<file path="src/rtl/zotl_pkg.sv">
// Shared types, widths and codes of the zone offset transition lookup block.
package zotl_pkg;

  // Table geometry
  localparam int MAX_TRANSITIONS = 64;
  localparam int ADDR_W          = $clog2(MAX_TRANSITIONS);
  localparam int SPAN_W          = ADDR_W + 1;

  // Field widths
  localparam int FUNC_W    = 2;
  localparam int INDEX_W   = 6;
  localparam int INST_W    = 41;
  localparam int OFF_W     = 17;
  localparam int SAV_W     = 18;
  localparam int COUNT_W   = 7;
  localparam int CFG_IDX_W = 2;
  localparam int CFG_W     = 17;
  localparam int ENTRY_W   = OFF_W + INST_W;

  // Stream word widths
  localparam int S_TDATA_W = 64;
  localparam int M_TDATA_W = 56;

  // Command queue between front and back
  localparam int QDEPTH = 4;
  localparam int QPTR_W = $clog2(QDEPTH);

  typedef enum logic [FUNC_W-1:0] {
    FUNC_QUERY   = 2'd0,
    FUNC_WR_STD  = 2'd1,
    FUNC_WR_WALL = 2'd2
  } func_e;

  typedef enum logic [CFG_IDX_W-1:0] {
    CFG_STD_COUNT  = 2'd0,
    CFG_WALL_COUNT = 2'd1,
    CFG_BASE_STD   = 2'd2,
    CFG_BASE_WALL  = 2'd3
  } cfg_index_e;

  typedef enum logic [1:0] {
    CMD_QUERY,
    CMD_WR_STD,
    CMD_WR_WALL
  } cmd_kind_e;

  typedef enum logic [1:0] {
    ST_IDLE,
    ST_PROBE,
    ST_COMPARE,
    ST_EMIT
  } state_e;

  typedef struct packed {
    cmd_kind_e                 kind;
    logic [INDEX_W-1:0]        index;
    logic signed [INST_W-1:0]  instant;
    logic signed [OFF_W-1:0]   offset;
  } cmd_t;

  typedef struct packed {
    logic [COUNT_W-1:0]        std_count;
    logic [COUNT_W-1:0]        wall_count;
    logic signed [OFF_W-1:0]   base_std;
    logic signed [OFF_W-1:0]   base_wall;
  } cfg_t;

  typedef struct packed {
    logic load;
    logic probe;
    logic compare;
  } tbl_ctl_t;

  typedef struct packed {
    logic                      is_daylight;
    logic signed [SAV_W-1:0]   savings;
    logic signed [OFF_W-1:0]   std_off;
    logic signed [OFF_W-1:0]   wall_off;
  } result_t;

endpackage

</file>
<file path="src/rtl/zotl_fifo.sv">
// Short command queue between the front decoder and the back search engine.
module zotl_fifo (
  input  logic          clk_i,
  input  logic          rst_ni,
  input  logic          push_i,
  input  zotl_pkg::cmd_t push_data_i,
  output logic          full_o,
  input  logic          pop_i,
  output logic          empty_o,
  output zotl_pkg::cmd_t head_o
);

  zotl_pkg::cmd_t                store_q [zotl_pkg::QDEPTH];
  logic [zotl_pkg::QPTR_W-1:0]   wr_ptr_q, wr_ptr_d;
  logic [zotl_pkg::QPTR_W-1:0]   rd_ptr_q, rd_ptr_d;
  logic [zotl_pkg::QPTR_W:0]     fill_q, fill_d;
  logic                          do_push, do_pop;

  assign full_o  = (fill_q == (zotl_pkg::QPTR_W+1)'(zotl_pkg::QDEPTH));
  assign empty_o = (fill_q == '0);
  assign head_o  = store_q[rd_ptr_q];
  assign do_push = push_i && !full_o;
  assign do_pop  = pop_i && !empty_o;

  // Advance pointers and fill level
  always_comb begin
    wr_ptr_d = do_push ? wr_ptr_q + 1'b1 : wr_ptr_q;
    rd_ptr_d = do_pop ? rd_ptr_q + 1'b1 : rd_ptr_q;
    fill_d   = fill_q;
    if (do_push && !do_pop) begin
      fill_d = fill_q + 1'b1;
    end else if (do_pop && !do_push) begin
      fill_d = fill_q - 1'b1;
    end
  end

  always_ff @(posedge clk_i or negedge rst_ni) begin
    if (!rst_ni) begin
      wr_ptr_q <= '0;
      rd_ptr_q <= '0;
      fill_q   <= '0;
    end else begin
      wr_ptr_q <= wr_ptr_d;
      rd_ptr_q <= rd_ptr_d;
      fill_q   <= fill_d;
    end
  end

  // Store the pushed word
  always_ff @(posedge clk_i) begin
    if (do_push) begin
      store_q[wr_ptr_q] <= push_data_i;
    end
  end

endmodule

</file>
<file path="src/rtl/zotl_front.sv">
// Front end: take stream words, decode the function and queue commands.
module zotl_front (
  input  logic                            clk_i,
  input  logic                            rst_ni,
  input  logic                            s_axis_tvalid,
  output logic                            s_axis_tready,
  // tdata: entry_index[5:0], epoch_second[46:6], offset_after[63:47]
  input  logic [zotl_pkg::S_TDATA_W-1:0]  s_axis_tdata,
  // tuser: func[1:0]
  input  logic [zotl_pkg::FUNC_W-1:0]     s_axis_tuser,
  input  logic                            pop_i,
  output logic                            empty_o,
  output zotl_pkg::cmd_t                  head_o
);

  zotl_pkg::cmd_t cmd;
  logic           known;
  logic           full;
  logic           push;

  // Decode the function code; drop unknown codes
  always_comb begin
    cmd.index   = s_axis_tdata[zotl_pkg::INDEX_W-1:0];
    cmd.instant = s_axis_tdata[zotl_pkg::INDEX_W +: zotl_pkg::INST_W];
    cmd.offset  = s_axis_tdata[zotl_pkg::INDEX_W+zotl_pkg::INST_W +: zotl_pkg::OFF_W];
    cmd.kind    = zotl_pkg::CMD_QUERY;
    known       = 1'b1;
    case (zotl_pkg::func_e'(s_axis_tuser))
      zotl_pkg::FUNC_QUERY:   cmd.kind = zotl_pkg::CMD_QUERY;
      zotl_pkg::FUNC_WR_STD:  cmd.kind = zotl_pkg::CMD_WR_STD;
      zotl_pkg::FUNC_WR_WALL: cmd.kind = zotl_pkg::CMD_WR_WALL;
      default:                known    = 1'b0;
    endcase
  end

  assign s_axis_tready = !full;
  assign push          = s_axis_tvalid && s_axis_tready && known;

  zotl_fifo u_queue (
    .clk_i       (clk_i),
    .rst_ni      (rst_ni),
    .push_i      (push),
    .push_data_i (cmd),
    .full_o      (full),
    .pop_i       (pop_i),
    .empty_o     (empty_o),
    .head_o      (head_o)
  );

endmodule

</file>
<file path="config.mk">
export PLATFORM = sky130hd
export DESIGN_NAME = zotl_front
export DESIGN_NICKNAME = d
export VERILOG_FILES = /design/src/rtl/zotl_pkg.sv /design/src/rtl/zotl_fifo.sv /design/src/rtl/zotl_front.sv
export SDC_FILE = /design/constraint.sdc
export NUM_CORES = 1
export LEC_CHECK = 0
export BUFFER_PORTS_ARGS = -buffer_cell sky130_fd_sc_hd__clkbuf_2
export CAP_MARGIN = 0
export CORE_MARGIN = 2
export CORE_UTILIZATION = 31
export DETAILED_ROUTE_END_ITERATION = 8
export PLACE_DENSITY_LB_ADDON = 0.12
export RECOVER_POWER = 50
export SLEW_MARGIN = 0
export SYNTH_ARGS = -nofsm -noshare
export SYNTH_HDL_FRONTEND = slang
export SYNTH_SLANG_ARGS = --single-unit
</file>
<file path="constraint.sdc">
create_clock -name clk_i -period 2.2 [get_ports clk_i]
set_input_delay 0.11 -clock clk_i [delete_from_list [all_inputs] [get_ports clk_i]]
set_output_delay 0.11 -clock clk_i [all_outputs]
set_load 0.1 [all_outputs]
</file>
==> impl_results.md <==
- Worst r2r dst: u_queue.fill_q[1]
- Synth-to-Final Area Change: 42.4%
- Placer Congestion: 0.681
- Max_cap viols: 0
- CP Capture Point: head_o[15]
- Mapped Nets: between 400 and 500
- Reg-to-reg startpoint: u_queue.fill_q[1]
- Fraction of layout cells with a size suffix above 1: 0.344
- R2r worst-path depth: 6
- F_max: 454 MHz
- CP Launch Type: register
- DR vias: 4918
- First-pass GRT wire length: 33100 um
- Worst Setup End Kind: output pin
- Final non-filler cell area: 14100 um2
- Slew Limit Fails: 0
- I/O pin count: 138
- Placed cells: a little over 900
- DRC violations left: 0
- Crit-path cells: buf_12 > buf_16 > mux4_2 > clkbuf_16
- Non-filler cells, final: 1070
- Clock Sinks: around 270
- Core area: 31600 um2
- Crit path buffers/inverters: 3
- Fin util: 0.448
- Worst Setup SP: u_queue.rd_ptr_q[0]
- Avg Vias per Cell: about 4.6
- Worst slew pin tran: 592 ps
- Most frequent cells in the layout: edfxtp_1, clkbuf_1, dlygate4sd3_1
- CTS clk-pin slew, worst paths: approximately 60 ps
- Hold Path Class: primary input to register
- CP delay by family, top: multiplexers
- Tcrit/Tclk final: 1.00
- H-tree levels: 1
- Mapped cell area: 9930 um2
- Fillers: 2705
- Final worst slack: -3.29 ps
- Initial Utilization: 0.315
- Endpoints failing hold: 0
- Dpl cell area: 12000 um2
- Later-pin clock latency in the skew report: roughly 540 ps
- Clock Skew: between 10 and 15 ps
- Failing checks: setup timing
- Die height: about 180 um
- CP max-delay cell: mux4_2
- Flops & latches, synth: 271
- Die X: between 150 and 200 um
- Initial DRC Count: roughly 320
- YS warnings: 0
- Initial DRT Pass Iterations: 4
- Cells after Synth: 383
- Largest net degree at the start of global routing: 32
- Grt ovf: 0
- Worst Hold Depth: 4
- DP Wirelength: 12900 um
- WS Path Type: register to output pin
- ANT nets after route: 0
- Min cycle time layout: 2200 ps
- Tot GR Track Use: 0.131
- Req. time, crit path: about 2100 ps
- Wirelength per Cell: just over 20 um
- Num rows: 65
- Setup violators final: 1
- Nets: 719
- Synth unique cells: 24
- RSZ-0062 raised after global routing: true
- Slew margin rel.: 0.607
- # port buffers: 137
- Status: complete, but fails checks
- Vias in the first global route: 5414
- Diodes inserted: 0
- Clk root buf: clkbuf_16
- Crit path arrival time: 2090 ps
- TritonCTS clock tree: done
- Place WS: 110 ps
- Sequential fraction of the synthesis area: 0.816
- WP depth: 4
- CP Max Fanout: 8
- Final wirelength: 21700 um
- CTS Buf Count: 31
- Clock tree buffer depth: 3
- CP max stage delay: 560 ps
- Die area: 33500 um2
- Post-Syn Area per Cell: 25.9 um2
- Antenna violations before repair: 1
- Commonest non-fill, non-tap cell in the layout: edfxtp_1
- Reg2Reg Setup Slack: 110 ps
## worst min-delay path: stages
cell      delay [ps]
clkbuf_2          70
and3_1           240
ha_4             180
xnor2_1           60
## metrics by stage
stage                     hold slack (ps)  setup TNS (ps)
final                                 170           -3.29
after floorplan                      -186            -659
after detailed placement            -31.8               0
after CTS                             154            -994
after global placement              -39.0               0
after global routing                  181           -2130
## area by class of cell
| type | count | area [um2] | area share |
|---|---|---|---|
| well taps | 402 | 503 | 0.0356 |
| flip-flops and latches | 271 | 8110 | 0.573 |
| clock inverters | 21 | 155 | 0.0110 |
| multi-input cells | 93 | 1780 | 0.126 |
| clock buffers | 37 | 798 | 0.0564 |
| inverters | 3 | 11.3 | 0.000796 |
| repair buffers | 243 | 2790 | 0.197 |
## sequential cells by signal (all words and copies together) (netlist names)
register	flops
u_queue.store_q	264
u_queue.fill_q	3
u_queue.rd_ptr_q	2
u_queue.wr_ptr_q	2
## layer usage
layer	vias to the layer above	routed length, um	share of wire	GRT usage
met5	-	7	0.00032	0
met4	2	317	0.015	0.0285
met3	30	1300	0.060	0.0320
met2	145	10500	0.49	0.219
met1	2576	9550	0.44	0.175
li1	2165	-	-	-
## timing repair
item                                    4_1_cts  5_1_grt
resized for setup                            58       22
gates cloned                                  3        3
endpoints found under the setup margin       65       65
hold buffers                                 70        0
setup buffers                                 8        1
endpoints found under the hold margin       273        0
## cells in the mapped netlist
library cell | n | area [um2]
dfrtp_1 | 7 | 175
ha_1 | 5 | 62.6
and2_2 | 4 | 30.0
edfxtp_1 | 264 | 7930
and3_1 | 1 | 6.26
fa_1 | 1 | 20.0
nand2_1 | 1 | 3.75
nor3_1 | 1 | 5.00
nand3b_1 | 1 | 7.51
or3b_1 | 1 | 8.76
xor2_1 | 2 | 17.5
inv_1 | 3 | 11.3
buf_4 | 3 | 22.5
nor2b_1 | 2 | 12.5
mux2_2 | 1 | 11.3
xnor2_1 | 4 | 35.0
buf_6 | 1 | 11.3
nor2_1 | 1 | 3.75
buf_1 | 1 | 3.75
buf_2 | 8 | 40.0
nand2b_1 | 1 | 6.26
mux2_4 | 1 | 15.0
mux4_2 | 66 | 1490
clkbuf_1 | 3 | 11.3
## how the worst min path moves through the flow
| stage | from | slack [ps] | end |
|---|---|---|---|
| after global placement | rst_ni | -40 | u_queue.fill_q[2] |
| after detailed placement | rst_ni | -30 | u_queue.fill_q[2] |
| final | s_axis_tvalid | 170 | u_queue.fill_q[0] |
| after floorplan | rst_ni | -190 | u_queue.fill_q[0] |
| after global routing | s_axis_tvalid | 180 | u_queue.fill_q[0] |
| after CTS | s_axis_tvalid | 150 | u_queue.fill_q[0] |
## logic make-up after synthesis
group         Yosys count  synth area share
xor+xnor                6           0.00529
flops                 271             0.816
mux                    68             0.152
fa+ha+maj               6           0.00831
buf+inv                19            0.0101
simple gates           13           0.00844
Power is not shown: default switching activity piles up to over one toggle a cycle in this logic, so the estimate is an artifact.
